### src/sv/enrl_pkg.sv
`default_nettype none
// ----------------------------------------------------------------------------
// enrl_pkg
// Shared sizes, constants and types of the notification rate limiter.
// ----------------------------------------------------------------------------
package enrl_pkg;

   localparam int ENTRIES    = 16;
   localparam int NAME_BYTES = 128;

   localparam int SLOT_W  = $clog2(ENTRIES);
   localparam int LEN_W   = $clog2(NAME_BYTES);
   localparam int NADDR_W = SLOT_W + LEN_W;

   localparam logic [31:0]       INTERVAL_RESET = 32'd60000;
   localparam logic [LEN_W-1:0]  LEN_MAX        = LEN_W'(NAME_BYTES - 1);
   localparam logic [SLOT_W-1:0] SLOT_LAST      = SLOT_W'(ENTRIES - 1);

   typedef enum logic [10:0] {
      S_IDLE    = 11'b000_0000_0001,
      S_MATCH   = 11'b000_0000_0010,
      S_RD      = 11'b000_0000_0100,
      S_CMP     = 11'b000_0000_1000,
      S_ELAPSED = 11'b000_0001_0000,
      S_CHECK   = 11'b000_0010_0000,
      S_OLDEST  = 11'b000_0100_0000,
      S_COPY_RD = 11'b000_1000_0000,
      S_COPY_WR = 11'b001_0000_0000,
      S_META    = 11'b010_0000_0000,
      S_DONE    = 11'b100_0000_0000
   } state_type;

   typedef struct packed {
      logic [SLOT_W-1:0]  rd_slot;
      logic [NADDR_W-1:0] name_raddr;
      logic               name_we;
      logic [NADDR_W-1:0] name_waddr;
      logic [7:0]         name_wdata;
      logic               meta_we;
      logic [SLOT_W-1:0]  meta_slot;
      logic [31:0]        meta_addr;
      logic [31:0]        meta_stamp;
      logic [LEN_W-1:0]   meta_len;
   } store_ctl_type;

   typedef struct packed {
      logic [31:0]      addr;
      logic [31:0]      stamp;
      logic [LEN_W-1:0] len;
      logic [7:0]       name_byte;
   } store_rd_type;

   typedef struct packed {
      logic [31:0] diff;
      logic        lt;
      logic        eq;
   } alu_out_type;

   // slot number as reported, low four bits
   function automatic logic [3:0] slot_code(input logic [SLOT_W-1:0] slot);
      logic [SLOT_W+3:0] ext;
      ext = {4'b0000, slot};
      return ext[3:0];
   endfunction

endpackage
`default_nettype wire

### src/sv/enrl_name_buf.sv
`default_nettype none
// ----------------------------------------------------------------------------
// enrl_name_buf
// Buffer for the name being received, one write and one registered read port.
// ----------------------------------------------------------------------------
module enrl_name_buf
   import enrl_pkg::*;
(
   input  wire logic             clock,
   input  wire logic             we,
   input  wire logic [LEN_W-1:0] waddr,
   input  wire logic [7:0]       wdata,
   input  wire logic [LEN_W-1:0] raddr,
   output logic      [7:0]       rdata
);

   logic [7:0] mem [NAME_BYTES];

   always_ff @(posedge clock) begin
      if (we) begin
         mem[waddr] <= wdata;
      end
      rdata <= mem[raddr];
   end

endmodule
`default_nettype wire

### config.mk
export PLATFORM = sky130hd
export DESIGN_NAME = enrl_name_buf
export DESIGN_NICKNAME = d
export VERILOG_FILES = /design/src/sv/enrl_pkg.sv /design/src/sv/enrl_name_buf.sv
export SDC_FILE = /design/constraint.sdc
export NUM_CORES = 1
export LEC_CHECK = 0
export CORE_MARGIN = 10
export CORE_UTILIZATION = 45
export CTS_CLUSTER_SIZE = 40
export DETAILED_ROUTE_END_ITERATION = 8
export DONT_BUFFER_PORTS = 1
export GPL_TIMING_DRIVEN = 0
export PLACE_DENSITY_LB_ADDON = 0.12
export SLEW_MARGIN = 10
export SYNTH_ARGS = -nofsm -noshare
export SYNTH_HDL_FRONTEND = slang
export SYNTH_SLANG_ARGS = --single-unit
### constraint.sdc
create_clock -name clock -period 2.56 [get_ports clock]
set_clock_uncertainty 0.05 [all_clocks]
set_input_delay 0.128 -clock clock [delete_from_list [all_inputs] [get_ports clock]]
set_output_delay 0.128 -clock clock [all_outputs]
set_load 0.01 [all_outputs]
==> results_dict.tcl <==
set metrics [dict create \
    fmax_mhz 383 \
    syn_area_um2 39700 \
    hp-class "in -> reg" \
    start_util_pct 45.5 \
    synthAdderAreaFrac_pct 0 \
    grt_use_met1_pct 27.6 \
    synthDistinctLibCells 17 \
    clockBufferDepth 3 \
    grt_max_degree 129 \
    drc 0 \
    die_x_um 317 \
    final_area_um2 45000 \
    synth_edf_count 1024 \
    synth_most_common_cell "edfxtp_1" \
    final_util_pct 51.7 \
    dr.pass1.iters 8 \
    synthXorXnorAreaFrac_pct 0 \
    synth-compound-area-share_pct 0 \
    die_y_um 317 \
    crit_chain "clkbuf_1 -> nor2b_1 -> nand3_1 -> clkbuf_2 -> nor2_1" \
    dp.final_hpwl_um 61100 \
    ys_top_cells_by_count "1024 x edfxtp_1, 336 x mux4_2, 122 x nor2_1, 44 x clkbuf_1, 18 x buf_1" \
    synth_top_family_by_area "multiplexers" \
    final-setup-viol-count 25 \
    cts_root_buf "clkbuf_16" \
    grt_pass1_wl_um 138000 \
    worstPathArrival_ps 2850 \
    setup_slack_ps -51.2 \
    cp.required_ps 2790 \
    wire_per_inst_um 32.3 \
    finalCriticalPeriod_ps 2610 \
    relSlewSlack_pct 16.4 \
    place_congestion 0.858 \
    worstPathMaxFanout 10 \
    status "complete, but fails checks" \
    synth_fp_nets 1659 \
    power_density_nw_per_um2 793 \
    final_nets 1787 \
    crit_family "simple AND/OR/NAND/NOR gates" \
    yosysTopAreaCell "edfxtp_1" \
    met3_usage_pct 4.64 \
    tns_ps -537 \
    ys_seq_elements 1032 \
    synth_mux_area_share_pct 19.3 \
    grt_pass1_vias 18300 \
    gr-total-overflow 0 \
    synth_top_area_share_pct 77.5 \
    cp_slowest_cell "nor2_1" \
    vias 18000 \
    netlist_instances 1635 \
    cp_num_buf_inv 2 \
    port_buffers 0 \
    violations "setup timing" \
    synth-seq-area-share_pct 77.9 \
    irDropWorstVdd_mv 0.580 \
    avgSynthCellArea_um2 24.3 \
    cts_buffers 107 \
    numClockSinks 1032 \
    gr-usage-met2_pct 30.8 \
    fp.coreArea_um2 87200 \
    drive_gt1_share_pct 31.9 \
    syn_to_final_growth_pct 13.6 \
    synthSimpleGateAreaFrac_pct 1.76 \
    max-cap-violations 0 \
    busiest_layer "met2" \
    cp-end-kind "flip-flop" \
    cts_tree "done" \
    finalCritPeriodShare_pct 102 \
    hold_viol 0 \
    drv_slew 0 \
    ant_nets 0 \
    antenna_found_initial 12 \
    finalWirelength_um 97300 \
    fill_cells 6777 \
    clk-insertion-delay-late_ps 670 \
    synth_top_flop_cell "edfxtp_1" \
    hold_ws_ps 31.9 \
    vias_per_cell 5.96 \
    htree_levels 3 \
    rsz0062_at_grt "yes" \
    yosys_warnings 0 \
    p_leak_uw 0.0137 \
    pre_cts_slack_ps -1410 \
    ios 32 \
    grt_usage_pct 19.5 \
    critPathKind "in -> reg" \
    async_flop_share_pct 0 \
    drt_iter0_markers 1906 \
    slowest_delay_ps 830 \
    synthTopCellsByArea "edfxtp_1 78%, mux4_2 19%, nor2_1 1.2%, clkbuf_1 0.42%, dfxtp_1 0.40%" \
    rows 108 \
    worst_pin_slew_ps 1240 \
    cts.reportedPaths.clkPinSlew_ps 60 \
    dieArea_um2 100000 \
    critPathLaunchType "input port" \
    placed_cell_area_um2 41200 \
]
sequential cells by signal (all words and copies together), names as in the netlist:
name   cells
rdata      8
mem     1024
cells by family after synthesis:
family / count (synthesis)
AND/OR/NAND/NOR: 170
buffers and inverters: 89
multiplexers: 344
flip-flops: 1032
path summary, 6_finish.rpt:
kind         slack, ps  cells past startpoint             startpoint                     to
max                -50                      5               waddr[2]   mem[61][2]$_DFFE_PP_
min                 30                      2               waddr[5]  mem[109][5]$_DFFE_PP_
max reg2reg         30                      4  mem[119][3]$_DFFE_PP_       rdata[3]$_DFF_P_
min reg2reg       1080                      4   mem[68][7]$_DFFE_PP_       rdata[7]$_DFF_P_
worst reg2reg max path: cells and delay by family (launching register included):
kind   cells  cell delay, ps
flops      1             360
mux        4            2010
metal layers:
| layer | vias up | part of all wire (%) | wire length (um) |
|---|---|---|---|
| met4 | 8 | 2.2 | 2170 |
| met5 | - | 0.058 | 56 |
| li1 | 7328 | - | - |
| met1 | 9802 | 42 | 41200 |
| met2 | 681 | 48 | 46400 |
| met3 | 142 | 7.7 | 7500 |
timing repair:
action / CTS / global route
endpoints found under the hold margin: 1032 / 0
buffers inserted: 0 / 0
hold buffers: 17 / 0
setup endpoints to repair: 8 / 24
resized for setup: 43 / 9
layout by cell type, fill, tap and decap left out, drive strengths merged, types with 8 or more instances in the layout:
cell,count
clkbuf,172
nor2,122
dlygate4sd3,9
clkinvlp,10
nand3,12
nand2,14
mux4,336
buf,47
nor3,9
dfxtp,8
clkinv,53
bufinv,10
edfxtp,1024
mux2,8
power by group:
group | internal, uW | switching, uW | total [uW]
Combinational | 714 | 1120 | 1830
Sequential | 18700 | 36.4 | 18700
Clock | 8750 | 6440 | 15200
cell type report:
cell class	instances	area (um^2)	share of cell area [%]
Antenna cell	3	7.51	0.0167
Buffer	89	526	1.17
Clock buffer	125	2770	6.14
Clock inverter	78	669	1.49
Multi-Input combinational cell	514	8390	18.6
Sequential cell	1032	30900	68.6
Tap cell	1155	1450	3.21
Timing Repair Buffer	19	329	0.730
metrics by stage:
step / instances / power (uW)
3_5_place_dp: 2792 / 20600
5_1_grt: 3012 / 36700
6_report: 3015 / 35700
4_1_cts: 3012 / 36000
3_3_place_gp: 2790 / 20600
2_1_floorplan: 1635 / 20000
(Power assumes the default switching activity.)
