`config.mk`:
```
export PLATFORM = sky130hd
export DESIGN_NAME = enrl_alu
export DESIGN_NICKNAME = d
export VERILOG_FILES = /design/src/sv/enrl_pkg.sv /design/src/sv/enrl_alu.sv
export SDC_FILE = /design/constraint.sdc
export NUM_CORES = 1
export LEC_CHECK = 0
export ABC_AREA = 1
export BUFFER_PORTS_ARGS = -buffer_cell sky130_fd_sc_hd__buf_2
export CORE_MARGIN = 4
export CORE_UTILIZATION = 48
export DETAILED_ROUTE_END_ITERATION = 10
export PLACE_DENSITY = 0.88
export SKIP_LAST_GASP = 1
export SYNTH_ARGS = -nofsm -noshare
export SYNTH_HDL_FRONTEND = slang
export SYNTH_SLANG_ARGS = --single-unit
```
`constraint.sdc`:
```
create_clock -name vclk -period 2.2
set_input_delay 0.33 -clock vclk [all_inputs]
set_output_delay 0.33 -clock vclk [all_outputs]
set_load 0.02 [all_outputs]
```
`src/sv/enrl_pkg.sv`:
```
`default_nettype none
// ----------------------------------------------------------------------------
// enrl_pkg
// Shared sizes, constants and types of the notification rate limiter.
// ----------------------------------------------------------------------------
package enrl_pkg;

   localparam int ENTRIES    = 16;
   localparam int NAME_BYTES = 128;

   localparam int SLOT_W  = $clog2(ENTRIES);
   localparam int LEN_W   = $clog2(NAME_BYTES);
   localparam int NADDR_W = SLOT_W + LEN_W;

   localparam logic [31:0]       INTERVAL_RESET = 32'd60000;
   localparam logic [LEN_W-1:0]  LEN_MAX        = LEN_W'(NAME_BYTES - 1);
   localparam logic [SLOT_W-1:0] SLOT_LAST      = SLOT_W'(ENTRIES - 1);

   typedef enum logic [10:0] {
      S_IDLE    = 11'b000_0000_0001,
      S_MATCH   = 11'b000_0000_0010,
      S_RD      = 11'b000_0000_0100,
      S_CMP     = 11'b000_0000_1000,
      S_ELAPSED = 11'b000_0001_0000,
      S_CHECK   = 11'b000_0010_0000,
      S_OLDEST  = 11'b000_0100_0000,
      S_COPY_RD = 11'b000_1000_0000,
      S_COPY_WR = 11'b001_0000_0000,
      S_META    = 11'b010_0000_0000,
      S_DONE    = 11'b100_0000_0000
   } state_type;

   typedef struct packed {
      logic [SLOT_W-1:0]  rd_slot;
      logic [NADDR_W-1:0] name_raddr;
      logic               name_we;
      logic [NADDR_W-1:0] name_waddr;
      logic [7:0]         name_wdata;
      logic               meta_we;
      logic [SLOT_W-1:0]  meta_slot;
      logic [31:0]        meta_addr;
      logic [31:0]        meta_stamp;
      logic [LEN_W-1:0]   meta_len;
   } store_ctl_type;

   typedef struct packed {
      logic [31:0]      addr;
      logic [31:0]      stamp;
      logic [LEN_W-1:0] len;
      logic [7:0]       name_byte;
   } store_rd_type;

   typedef struct packed {
      logic [31:0] diff;
      logic        lt;
      logic        eq;
   } alu_out_type;

   // slot number as reported, low four bits
   function automatic logic [3:0] slot_code(input logic [SLOT_W-1:0] slot);
      logic [SLOT_W+3:0] ext;
      ext = {4'b0000, slot};
      return ext[3:0];
   endfunction

endpackage
`default_nettype wire

```
`src/sv/enrl_alu.sv`:
```
`default_nettype none
// ----------------------------------------------------------------------------
// enrl_alu
// Shared 32-bit subtractor: difference, borrow (less than) and equality.
// ----------------------------------------------------------------------------
module enrl_alu
   import enrl_pkg::*;
(
   input  wire logic [31:0] op_a,
   input  wire logic [31:0] op_b,
   output alu_out_type      res
);

   logic [32:0] wide;

   always_comb begin
      wide     = {1'b0, op_a} - {1'b0, op_b};
      res.diff = wide[31:0];
      res.lt   = wide[32];
      res.eq   = (wide[31:0] == 32'd0);
   end

endmodule
`default_nettype wire

```
==> results of run 1 <==
## per-stage QoR
step / setup WS [ns] / setup TNS, ns / instance area, µm² / util / hold slack [ns]
2_1_floorplan: -0.105 / -0.145 / 2850 / - / 0.852
3_3_place_gp: -0.498 / -3.25 / 4200 / 0.757 / 1.06
3_5_place_dp: -0.526 / -4.18 / 4200 / 0.757 / 1.07
4_1_cts: -0.384 / -1.06 / 5090 / 0.918 / 1.03
## cells by family after synthesis
logic type,after synthesis,share of synthesized area
xor+xnor,5,0.0159
buf+inv,157,0.214
fa+ha+maj,33,0.153
simple gates,357,0.547
compound gates,34,0.0704
## cell usage after synthesis, drive strengths merged
cell	n	area [µm²]
buf	1	5.00
nand3	45	240
and2	1	6.26
a31oi	1	6.26
nand3b	4	30.0
xnor2	5	43.8
o21ai	2	10.0
o211ai	1	7.51
nor2	55	226
a21oi	24	124
inv	156	586
nor3	11	60.1
or2	1	6.26
nand4	7	43.8
a21o	3	22.5
a221oi	1	8.76
and3	2	12.5
ha	32	400
nand2	231	882
o21bai	2	15.0
fa	1	20.0
## timing repair
action | 4_1_cts
endpoints found under the hold margin | 0
resized for setup | 182
setup buffers | 15
pin swaps | 77
endpoints found under the setup margin | 24
cloned | 0
==> impl_results.html, run 1 <==
<table>
<tr><th>Metric</th><th>Value</th></tr>
<tr><th colspan="2">Placement</th></tr>
<tr><td>Cell Count Post-Placement</td><td>about 860</td></tr>
<tr><td>Last weighted congestion value of the routability-driven placer</td><td>0.982</td></tr>
<tr><td>Post-detail-place hpwl</td><td>a little over 9000 µm</td></tr>
<tr><td>Port bufs</td><td>slightly below 100</td></tr>
<tr><th colspan="2">Floorplanning</th></tr>
<tr><td>Die X</td><td>about 84 µm</td></tr>
<tr><td>Standard-cell row count</td><td>27</td></tr>
<tr><td>Initial cell density of the core</td><td>0.498</td></tr>
<tr><td>Height of the die</td><td>around 84 µm</td></tr>
<tr><td>Io pins</td><td>between 90 and 100</td></tr>
<tr><th colspan="2">Status</th></tr>
<tr><td>Stage where the run ended</td><td>global routing (5_1_grt)</td></tr>
<tr><td>Result of the run</td><td>did not finish</td></tr>
<tr><td>Error text reported by the tool</td><td>[ERROR DPL-0038] Utilization greater than 100%, impossible to legalize</td></tr>
<tr><th colspan="2">Synth</th></tr>
<tr><td>Portion of the post-synthesis area used by sequential elements</td><td>0</td></tr>
<tr><td>Count of synthesis-stage warnings from yosys</td><td>0</td></tr>
<tr><td>Count of different cell masters after synthesis</td><td>28</td></tr>
<tr><td>Netlist Area Pre-Place</td><td>around 2800 µm²</td></tr>
<tr><td>Synth Instances</td><td>approximately 590</td></tr>
<tr><td>Mean area per synthesized cell</td><td>~4.7 µm²</td></tr>
<tr><td>Net count after synthesis</td><td>683</td></tr>
<tr><th colspan="2">Global routing</th></tr>
<tr><td>Pin count of the biggest net entering global routing</td><td>8</td></tr>
<tr><th colspan="2">CTS</th></tr>
<tr><td>Hold-fix buffer count after cts</td><td>0</td></tr>
<tr><th colspan="2">STA</th></tr>
<tr><td>Worst ep type</td><td>output port</td></tr>
<tr><td>Last worst endpoint in the global-route repair_timing</td><td>res[0]</td></tr>
</table>
==> inputs of run 2 (changes only) <==
--- a/config.mk
+++ b/config.mk
@@ -8,9 +8,9 @@
 export ABC_AREA = 1
 export BUFFER_PORTS_ARGS = -buffer_cell sky130_fd_sc_hd__buf_2
 export CORE_MARGIN = 4
-export CORE_UTILIZATION = 48
+export CORE_UTILIZATION = 35
 export DETAILED_ROUTE_END_ITERATION = 10
-export PLACE_DENSITY = 0.88
+export PLACE_DENSITY_LB_ADDON = 0.15
 export SKIP_LAST_GASP = 1
 export SYNTH_ARGS = -nofsm -noshare
 export SYNTH_HDL_FRONTEND = slang
==> constraint.sdc (replaced) <==
create_clock -name vclk -period 2.9
set_input_delay 0.435 -clock vclk [all_inputs]
set_output_delay 0.435 -clock vclk [all_outputs]
set_load 0.02 [all_outputs]
==> run 2 against run 1 <==
Net effect: the flow now finishes without violations; synthesized area is the same; synthesized cell count is the same.
==> impl_results.html, run 2 <==
<table>
<tr><th>Metric</th><th>Value</th></tr>
<tr><th colspan="2">STA</th></tr>
<tr><td>Unrepaired setup endpoints after global routing</td><td>yes</td></tr>
<tr><td>Transition time at the pin with the least slew margin</td><td>between 0.4 and 0.5 ns</td></tr>
<tr><td>Crit path time final</td><td>between 2 and 3 ns</td></tr>
<tr><td>Worst slew margin relative to its limit</td><td>0.686</td></tr>
<tr><td>Count of final max-slew check failures</td><td>0</td></tr>
<tr><td>Portion of the clock cycle consumed by the worst path in the final layout</td><td>0.971</td></tr>
<tr><td>Worst-case setup margin in the final layout</td><td>approximately 0.084 ns</td></tr>
<tr><td>Setup Viol. Count Final</td><td>0</td></tr>
<tr><td>Max Clk Rate</td><td>between 300 and 400 MHz</td></tr>
<tr><td>Final hold vios</td><td>0</td></tr>
<tr><th colspan="2">Placement</th></tr>
<tr><td>Last weighted congestion value of the routability-driven placer</td><td>approximately 0.92</td></tr>
<tr><td>Minimum setup slack after placement</td><td>-0.218 ns</td></tr>
<tr><td>Cell Count Post-Placement</td><td>between 800 and 900</td></tr>
<tr><td>Post-detail-place hpwl</td><td>just under 9000 µm</td></tr>
<tr><td>Port bufs</td><td>between 90 and 100</td></tr>
<tr><td>Cell area after placement</td><td>3860 µm²</td></tr>
<tr><th colspan="2">Worst setup path</th></tr>
<tr><td>Sequence of cells on the critical path</td><td>buf_6 &gt; inv_2 &gt; ha_4 &gt; fa_2 &gt; inv_4 &gt; buf_4 &gt; nand3_1 &gt; nand3_2 &gt; nand2_1 &gt; nand2_2 &gt; xnor2_2 &gt; nand2_1 &gt; nor2_4 &gt; nand3_1 &gt; nor2_2 &gt; buf_6</td></tr>
<tr><td>Setup CP Type</td><td>in -&gt; out</td></tr>
<tr><td>Worst Path Arrival</td><td>~2.4 ns</td></tr>
<tr><td>CP endpoint kind</td><td>output pin</td></tr>
<tr><td>Slowest library cell on the worst path</td><td>sky130_fd_sc_hd__fa_2</td></tr>
<tr><td>CP startpoint kind</td><td>input port</td></tr>
<tr><td>Required time at the endpoint of the critical path</td><td>~2.5 ns</td></tr>
<tr><td>Worst path max stage delay</td><td>0.39 ns</td></tr>
<tr><td>Maximum fanout encountered on the critical timing path</td><td>3</td></tr>
<tr><th colspan="2">Floorplanning</th></tr>
<tr><td>Height of the die</td><td>just under 100 µm</td></tr>
<tr><td>Io pins</td><td>98</td></tr>
<tr><td>Initial cell density of the core</td><td>0.359</td></tr>
<tr><td>Standard cell core area</td><td>between 7000 and 8000 µm²</td></tr>
<tr><td>Die X</td><td>between 90 and 100 µm</td></tr>
<tr><td>Standard-cell row count</td><td>32</td></tr>
<tr><td>Die Area</td><td>about 9400 µm²</td></tr>
<tr><th colspan="2">Min path</th></tr>
<tr><td>Worst Hold Class</td><td>in -&gt; out</td></tr>
<tr><td>Number of stages on the worst hold path</td><td>4</td></tr>
<tr><td>Hold Startpoint</td><td>op_b[0]</td></tr>
<tr><td>Hold Path Sink</td><td>res[2]</td></tr>
<tr><th colspan="2">Synth</th></tr>
<tr><td>Cells taking the most area after synthesis</td><td>sky130_fd_sc_hd__nand2_1 (31%), sky130_fd_sc_hd__inv_1 (21%), sky130_fd_sc_hd__ha_1 (15%)</td></tr>
<tr><td>Yosys top cell area share</td><td>0.306</td></tr>
<tr><td>Count of synthesis-stage warnings from yosys</td><td>0</td></tr>
<tr><td>Most common library cells after synthesis</td><td>sky130_fd_sc_hd__nand2_1 (225), sky130_fd_sc_hd__inv_1 (155), sky130_fd_sc_hd__nor2_1 (49)</td></tr>
<tr><td>Mean area per synthesized cell</td><td>roughly 4.7 µm²</td></tr>
<tr><td>Net count after synthesis</td><td>~680</td></tr>
<tr><td>Count of different cell masters after synthesis</td><td>28</td></tr>
<tr><td>Largest area contributor in the synthesized netlist</td><td>sky130_fd_sc_hd__nand2_1</td></tr>
<tr><td>Netlist Area Pre-Place</td><td>between 2000 and 3000 µm²</td></tr>
<tr><td>Synth Instances</td><td>approximately 590</td></tr>
<tr><td>Most frequently used cell type in the post-synthesis netlist</td><td>sky130_fd_sc_hd__nand2_1</td></tr>
<tr><td>Portion of the post-synthesis area used by sequential elements</td><td>0</td></tr>
<tr><th colspan="2">Power</th></tr>
<tr><td>LEAKAGE</td><td>roughly 2.8 nW</td></tr>
<tr><td>VDD IR max</td><td>0.000187 V</td></tr>
<tr><td>Overall power</td><td>~1.2 mW</td></tr>
<tr><td>Power density over the cells</td><td>approximately 260 nW/µm²</td></tr>
<tr><th colspan="2">Global routing</th></tr>
<tr><td>Pin count of the biggest net entering global routing</td><td>7</td></tr>
<tr><td>Global-route wire length before repair</td><td>16500 µm</td></tr>
<tr><td>Global route total overflow</td><td>0</td></tr>
<tr><td>Antenna violations before repair</td><td>0</td></tr>
<tr><td>Global-route usage over all layers</td><td>0.205</td></tr>
<tr><td>Vias in the first global route</td><td>3609</td></tr>
<tr><th colspan="2">Drt</th></tr>
<tr><td>Wirelength per Cell</td><td>12.7 µm</td></tr>
<tr><td>Highest routed layer</td><td>met4</td></tr>
<tr><td>Router iterations before antenna repair</td><td>5</td></tr>
<tr><td># DRC</td><td>0</td></tr>
<tr><td>Final wirelength</td><td>approximately 11000 µm</td></tr>
<tr><td>DR iter-0 viols</td><td>190</td></tr>
<tr><td>Vias</td><td>3959</td></tr>
<tr><td>Detailed route wirelength on metal2</td><td>roughly 5200 µm</td></tr>
<tr><td>DRT met1 WL</td><td>4880 µm</td></tr>
<tr><td>Routed wl met3</td><td>586 µm</td></tr>
<tr><td>Antenna-violating nets left</td><td>0</td></tr>
<tr><td>Vias per Instance</td><td>approximately 4.6</td></tr>
<tr><th colspan="2">Finish</th></tr>
<tr><td>Top library cells by usage in the layout, fill and taps aside</td><td>sky130_fd_sc_hd__nand2_1 (196), sky130_fd_sc_hd__inv_1 (151), sky130_fd_sc_hd__buf_2 (95), sky130_fd_sc_hd__buf_4 (67), sky130_fd_sc_hd__nor2_1 (35)</td></tr>
<tr><td>Area overhead of the layout relative to synthesis</td><td>64.9%</td></tr>
<tr><td>Area of the multi-input gates</td><td>2810 µm²</td></tr>
<tr><td>Most common library cell in the layout ignoring fill and taps</td><td>sky130_fd_sc_hd__nand2_1</td></tr>
<tr><td>Seq cells</td><td>0</td></tr>
<tr><td>Final Non-Filler Cells</td><td>~850</td></tr>
<tr><td>Number of clock buffers in the layout</td><td>0</td></tr>
<tr><td>Post-route cell area</td><td>4540 µm²</td></tr>
<tr><td>Number of filler instances in the final layout</td><td>about 800</td></tr>
<tr><td>Share of cells above drive strength 1</td><td>0.386</td></tr>
<tr><td>Final #Nets</td><td>between 800 and 900</td></tr>
<tr><td>Sequential cell area</td><td>0 µm²</td></tr>
<tr><td># diodes</td><td>0</td></tr>
<tr><th colspan="2">CTS</th></tr>
<tr><td>Hold-fix buffer count after cts</td><td>0</td></tr>
<tr><th colspan="2">Status</th></tr>
<tr><td>Result of the run</td><td>finished clean</td></tr>
<tr><th colspan="2">Job</th></tr>
<tr><td>Number of max-cap violations</td><td>0</td></tr>
</table>
[run 2: layout make-up]
class              count  area share
multi-input cells    429       0.617
well taps            102      0.0281
inverters            156       0.129
repair buffers       166       0.225
[run 2: repair_timing]
| action | 4_1_cts | 5_1_grt |
|---|---|---|
| gates resized for setup | 15 | 119 |
| endpoints found under the hold margin | 0 | 0 |
| endpoints found under the setup margin | 2 | 7 |
| buffers inserted | 0 | 3 |
| pin swaps | 3 | 24 |
[run 2: per-stage QoR]
| step | hold slack, ns | utilization | setup TNS (ns) |
|---|---|---|---|
| final | 1.24 | 0.591 | 0 |
| after global routing | 1.26 | 0.591 | -0.0662 |
| after CTS | 1.27 | 0.510 | 0 |
| after detailed placement | 1.26 | 0.502 | -0.218 |
| after global placement | 1.25 | 0.502 | -0.214 |
| after floorplan | 1.08 | - | 0 |
[run 2: how the worst max path moves through the flow]
stage	startpoint	end	cells after the start
CTS	op_a[7]	res[0]	17
detailed placement	op_a[0]	res[0]	16
finish	op_a[0]	res[0]	16
global placement	op_a[0]	res[0]	16
floorplan	op_a[0]	res[0]	16
global route	op_a[0]	res[0]	18
[run 2: cells by family after synthesis]
group / after synthesis / synth area share
and+or+nand+nor: 357 / 0.547
buffers and inverters: 157 / 0.214
adders and majority gates: 33 / 0.153
AOI/OAI and AO/OA: 34 / 0.0704
xor gates and xnor gates: 5 / 0.0159
[run 2: worst max-delay path: cells and delay by family]
kind / cells / cell delay (ns)
xor gates and xnor gates: 1 / 0.12
adders and majority gates: 2 / 0.54
buffers and inverters: 5 / 0.42
and+or+nand+nor: 8 / 0.86
[run 2: metal layers]
metal,up-vias,GRT usage
li1,2090,-
met1,1744,0.292
met2,113,0.350
met3,12,0.0123
met4,0,0.0227
met5,-,0
[run 2: power breakdown]
| group | total [mW] | switching, mW | leakage, nW | internal [mW] |
|---|---|---|---|---|
| clock | 0 | 0 | 0 | 0 |
| sequential | 0 | 0 | 0 | 0 |
| combinational | 1.17 | 0.679 | 2.75 | 0.490 |
| total | 1.17 | 0.679 | 2.75 | 0.490 |
No activity file was read; power rests on OpenSTA's default activity.
==> inputs of run 3 (changes only) <==
--- a/config.mk
+++ b/config.mk
@@ -11,6 +11,7 @@
 export CORE_UTILIZATION = 35
 export DETAILED_ROUTE_END_ITERATION = 10
 export PLACE_DENSITY_LB_ADDON = 0.15
+export RECOVER_POWER = 50
 export SKIP_LAST_GASP = 1
 export SYNTH_ARGS = -nofsm -noshare
 export SYNTH_HDL_FRONTEND = slang
==> run 3 against run 2 <==
Net effect: sequential cell count unchanged; worst setup slack improved by 0.00062 ns; via count barely moved; sequential share of layout area unchanged; combinational power about the same; maximum frequency hardly changed; final area shrank 0.14%; hold slack improved by 0.014 ns; largest power group unchanged; critical path depth did not move; critical path type unchanged; routed wire length rose by 0.27%.
==> impl_results.html, run 3 (synthesis results as in run 2) <==
<table>
<tr><th>Metric</th><th>Value</th></tr>
<tr><th colspan="2">Worst setup path</th></tr>
<tr><td>Worst Path Arrival</td><td>2.38 ns</td></tr>
<tr><td>CP startpoint kind</td><td>input port</td></tr>
<tr><td>Setup CP Type</td><td>in -&gt; out</td></tr>
<tr><td>Maximum fanout encountered on the critical timing path</td><td>3</td></tr>
<tr><td>CP endpoint kind</td><td>output pin</td></tr>
<tr><td>Required time at the endpoint of the critical path</td><td>about 2.5 ns</td></tr>
<tr><th colspan="2">Drt</th></tr>
<tr><td>DR iter-0 viols</td><td>200</td></tr>
<tr><td>Final wirelength</td><td>around 11000 µm</td></tr>
<tr><td># DRC</td><td>0</td></tr>
<tr><td>Vias per Instance</td><td>4.64</td></tr>
<tr><td>Wirelength per Cell</td><td>between 10 and 15 µm</td></tr>
<tr><td>Vias</td><td>about 4000</td></tr>
<tr><td>Antenna-violating nets left</td><td>0</td></tr>
<tr><td>Router iterations before antenna repair</td><td>5</td></tr>
<tr><th colspan="2">Power</th></tr>
<tr><td>LEAKAGE</td><td>2.74 nW</td></tr>
<tr><td>Overall power</td><td>about 1.2 mW</td></tr>
<tr><td>Power density over the cells</td><td>approximately 260 nW/µm²</td></tr>
<tr><td>VDD IR max</td><td>0.000187 V</td></tr>
<tr><th colspan="2">Finish</th></tr>
<tr><td>Share of cells above drive strength 1</td><td>0.379</td></tr>
<tr><td>Number of filler instances in the final layout</td><td>817</td></tr>
<tr><td>Fraction of the core area covered by cells at the end of the flow</td><td>0.590</td></tr>
<tr><td>Post-route cell area</td><td>~4500 µm²</td></tr>
<tr><td>Final #Nets</td><td>850</td></tr>
<tr><td>Top library cells by usage in the layout, fill and taps aside</td><td>sky130_fd_sc_hd__nand2_1 (196), sky130_fd_sc_hd__inv_1 (151), sky130_fd_sc_hd__buf_2 (90), sky130_fd_sc_hd__buf_4 (67), sky130_fd_sc_hd__nor2_1 (35)</td></tr>
<tr><td>Area overhead of the layout relative to synthesis</td><td>64.6%</td></tr>
<tr><td>Seq cells</td><td>0</td></tr>
<tr><td># diodes</td><td>0</td></tr>
<tr><td>Number of clock buffers in the layout</td><td>0</td></tr>
<tr><td>Most common library cell in the layout ignoring fill and taps</td><td>sky130_fd_sc_hd__nand2_1</td></tr>
<tr><td>Sequential cell area</td><td>0 µm²</td></tr>
<tr><td>Final Non-Filler Cells</td><td>853</td></tr>
<tr><th colspan="2">CTS</th></tr>
<tr><td>Hold-fix buffer count after cts</td><td>0</td></tr>
<tr><th colspan="2">Global routing</th></tr>
<tr><td>Pin count of the biggest net entering global routing</td><td>7</td></tr>
<tr><td>Vias in the first global route</td><td>around 3600</td></tr>
<tr><td>Antenna violations before repair</td><td>0</td></tr>
<tr><td>Global-route usage over all layers</td><td>0.205</td></tr>
<tr><td>Global route total overflow</td><td>0</td></tr>
<tr><td>Global-route wire length before repair</td><td>approximately 17000 µm</td></tr>
<tr><th colspan="2">Placement</th></tr>
<tr><td>Minimum setup slack after placement</td><td>-0.218 ns</td></tr>
<tr><td>Last weighted congestion value of the routability-driven placer</td><td>between 0.9 and 1</td></tr>
<tr><td>Port bufs</td><td>slightly below 100</td></tr>
<tr><td>Post-detail-place hpwl</td><td>between 8000 and 9000 µm</td></tr>
<tr><td>Cell Count Post-Placement</td><td>850</td></tr>
<tr><td>Cell area after placement</td><td>just under 4000 µm²</td></tr>
<tr><th colspan="2">Min path</th></tr>
<tr><td>Hold Startpoint</td><td>op_b[0]</td></tr>
<tr><td>Hold Path Sink</td><td>res[2]</td></tr>
<tr><td>Number of stages on the worst hold path</td><td>4</td></tr>
<tr><td>Worst Hold Class</td><td>in -&gt; out</td></tr>
<tr><th colspan="2">STA</th></tr>
<tr><td>Unrepaired setup endpoints after global routing</td><td>yes</td></tr>
<tr><td>Setup_tns</td><td>0 ns</td></tr>
<tr><td>Count of final max-slew check failures</td><td>0</td></tr>
<tr><td>Setup Viol. Count Final</td><td>0</td></tr>
<tr><td>Worst-case setup margin in the final layout</td><td>roughly 0.085 ns</td></tr>
<tr><td>Tightest hold margin</td><td>1.26 ns</td></tr>
<tr><td>Crit path time final</td><td>2.82 ns</td></tr>
<tr><td>Transition time at the pin with the least slew margin</td><td>~0.47 ns</td></tr>
<tr><td>Final hold vios</td><td>0</td></tr>
<tr><td>Portion of the clock cycle consumed by the worst path in the final layout</td><td>0.971</td></tr>
<tr><td>Worst slew margin relative to its limit</td><td>0.686</td></tr>
<tr><td>Max Clk Rate</td><td>~360 MHz</td></tr>
<tr><th colspan="2">Job</th></tr>
<tr><td>Number of max-cap violations</td><td>0</td></tr>
<tr><th colspan="2">Floorplanning</th></tr>
<tr><td>Standard-cell row count</td><td>32</td></tr>
<tr><td>Standard cell core area</td><td>roughly 7700 µm²</td></tr>
<tr><td>Die X</td><td>approximately 97 µm</td></tr>
<tr><td>Io pins</td><td>between 90 and 100</td></tr>
<tr><td>Die Area</td><td>slightly above 9000 µm²</td></tr>
<tr><td>Height of the die</td><td>96.7 µm</td></tr>
<tr><td>Initial cell density of the core</td><td>0.359</td></tr>
<tr><th colspan="2">Status</th></tr>
<tr><td>Result of the run</td><td>finished clean</td></tr>
</table>
## run 3: where the power goes
group	switching (mW)	internal, mW	total, mW
Clock	0	0	0
Combinational	0.681	0.487	1.17
Sequential	0	0	0
Total	0.681	0.487	1.17
## run 3: cell type report
type | count | area, µm² | area share
well taps | 102 | 128 | 0.0281
inverters | 156 | 588 | 0.130
multi-input cells | 429 | 2810 | 0.618
repair buffers | 166 | 1020 | 0.224
## run 3: what timing repair did
item / 4_1_cts / 5_1_grt
pin swaps: 3 / 24
resized for setup: 15 / 119
setup endpoints to repair: 2 / 7
setup buffers: 0 / 3
cloned: 0 / 0
## run 3: critical path, cell delays in order
cell                      delay [ns]
sky130_fd_sc_hd__buf_6          0.07
sky130_fd_sc_hd__inv_2          0.03
sky130_fd_sc_hd__ha_4           0.15
sky130_fd_sc_hd__fa_2           0.39
sky130_fd_sc_hd__inv_4          0.09
sky130_fd_sc_hd__buf_4          0.10
sky130_fd_sc_hd__nand3_1        0.11
sky130_fd_sc_hd__nand3_2        0.12
sky130_fd_sc_hd__nand2_1        0.07
sky130_fd_sc_hd__nand2_2        0.09
sky130_fd_sc_hd__xnor2_2        0.12
sky130_fd_sc_hd__nand2_1        0.11
sky130_fd_sc_hd__nor2_4         0.13
sky130_fd_sc_hd__nand3_1        0.10
sky130_fd_sc_hd__nor2_2         0.13
sky130_fd_sc_hd__buf_6          0.13
## run 3: how the worst max path moves through the flow
stage | from | endpoint | cells after the start
3_5_place_dp | op_a[0] | res[0] | 16
3_3_place_gp | op_a[0] | res[0] | 16
5_1_grt | op_a[0] | res[0] | 18
2_1_floorplan | op_a[0] | res[0] | 16
4_1_cts | op_a[7] | res[0] | 17
6_report | op_a[0] | res[0] | 16
## run 3: routing by layer
metal | global-route usage | share of wire | vias up
met2 | 0.350 | 0.48 | 112
met1 | 0.292 | 0.46 | 1744
met3 | 0.0123 | 0.051 | 12
met5 | 0 | 0 | -
li1 | - | - | 2090
met4 | 0.0227 | 0.015 | 0
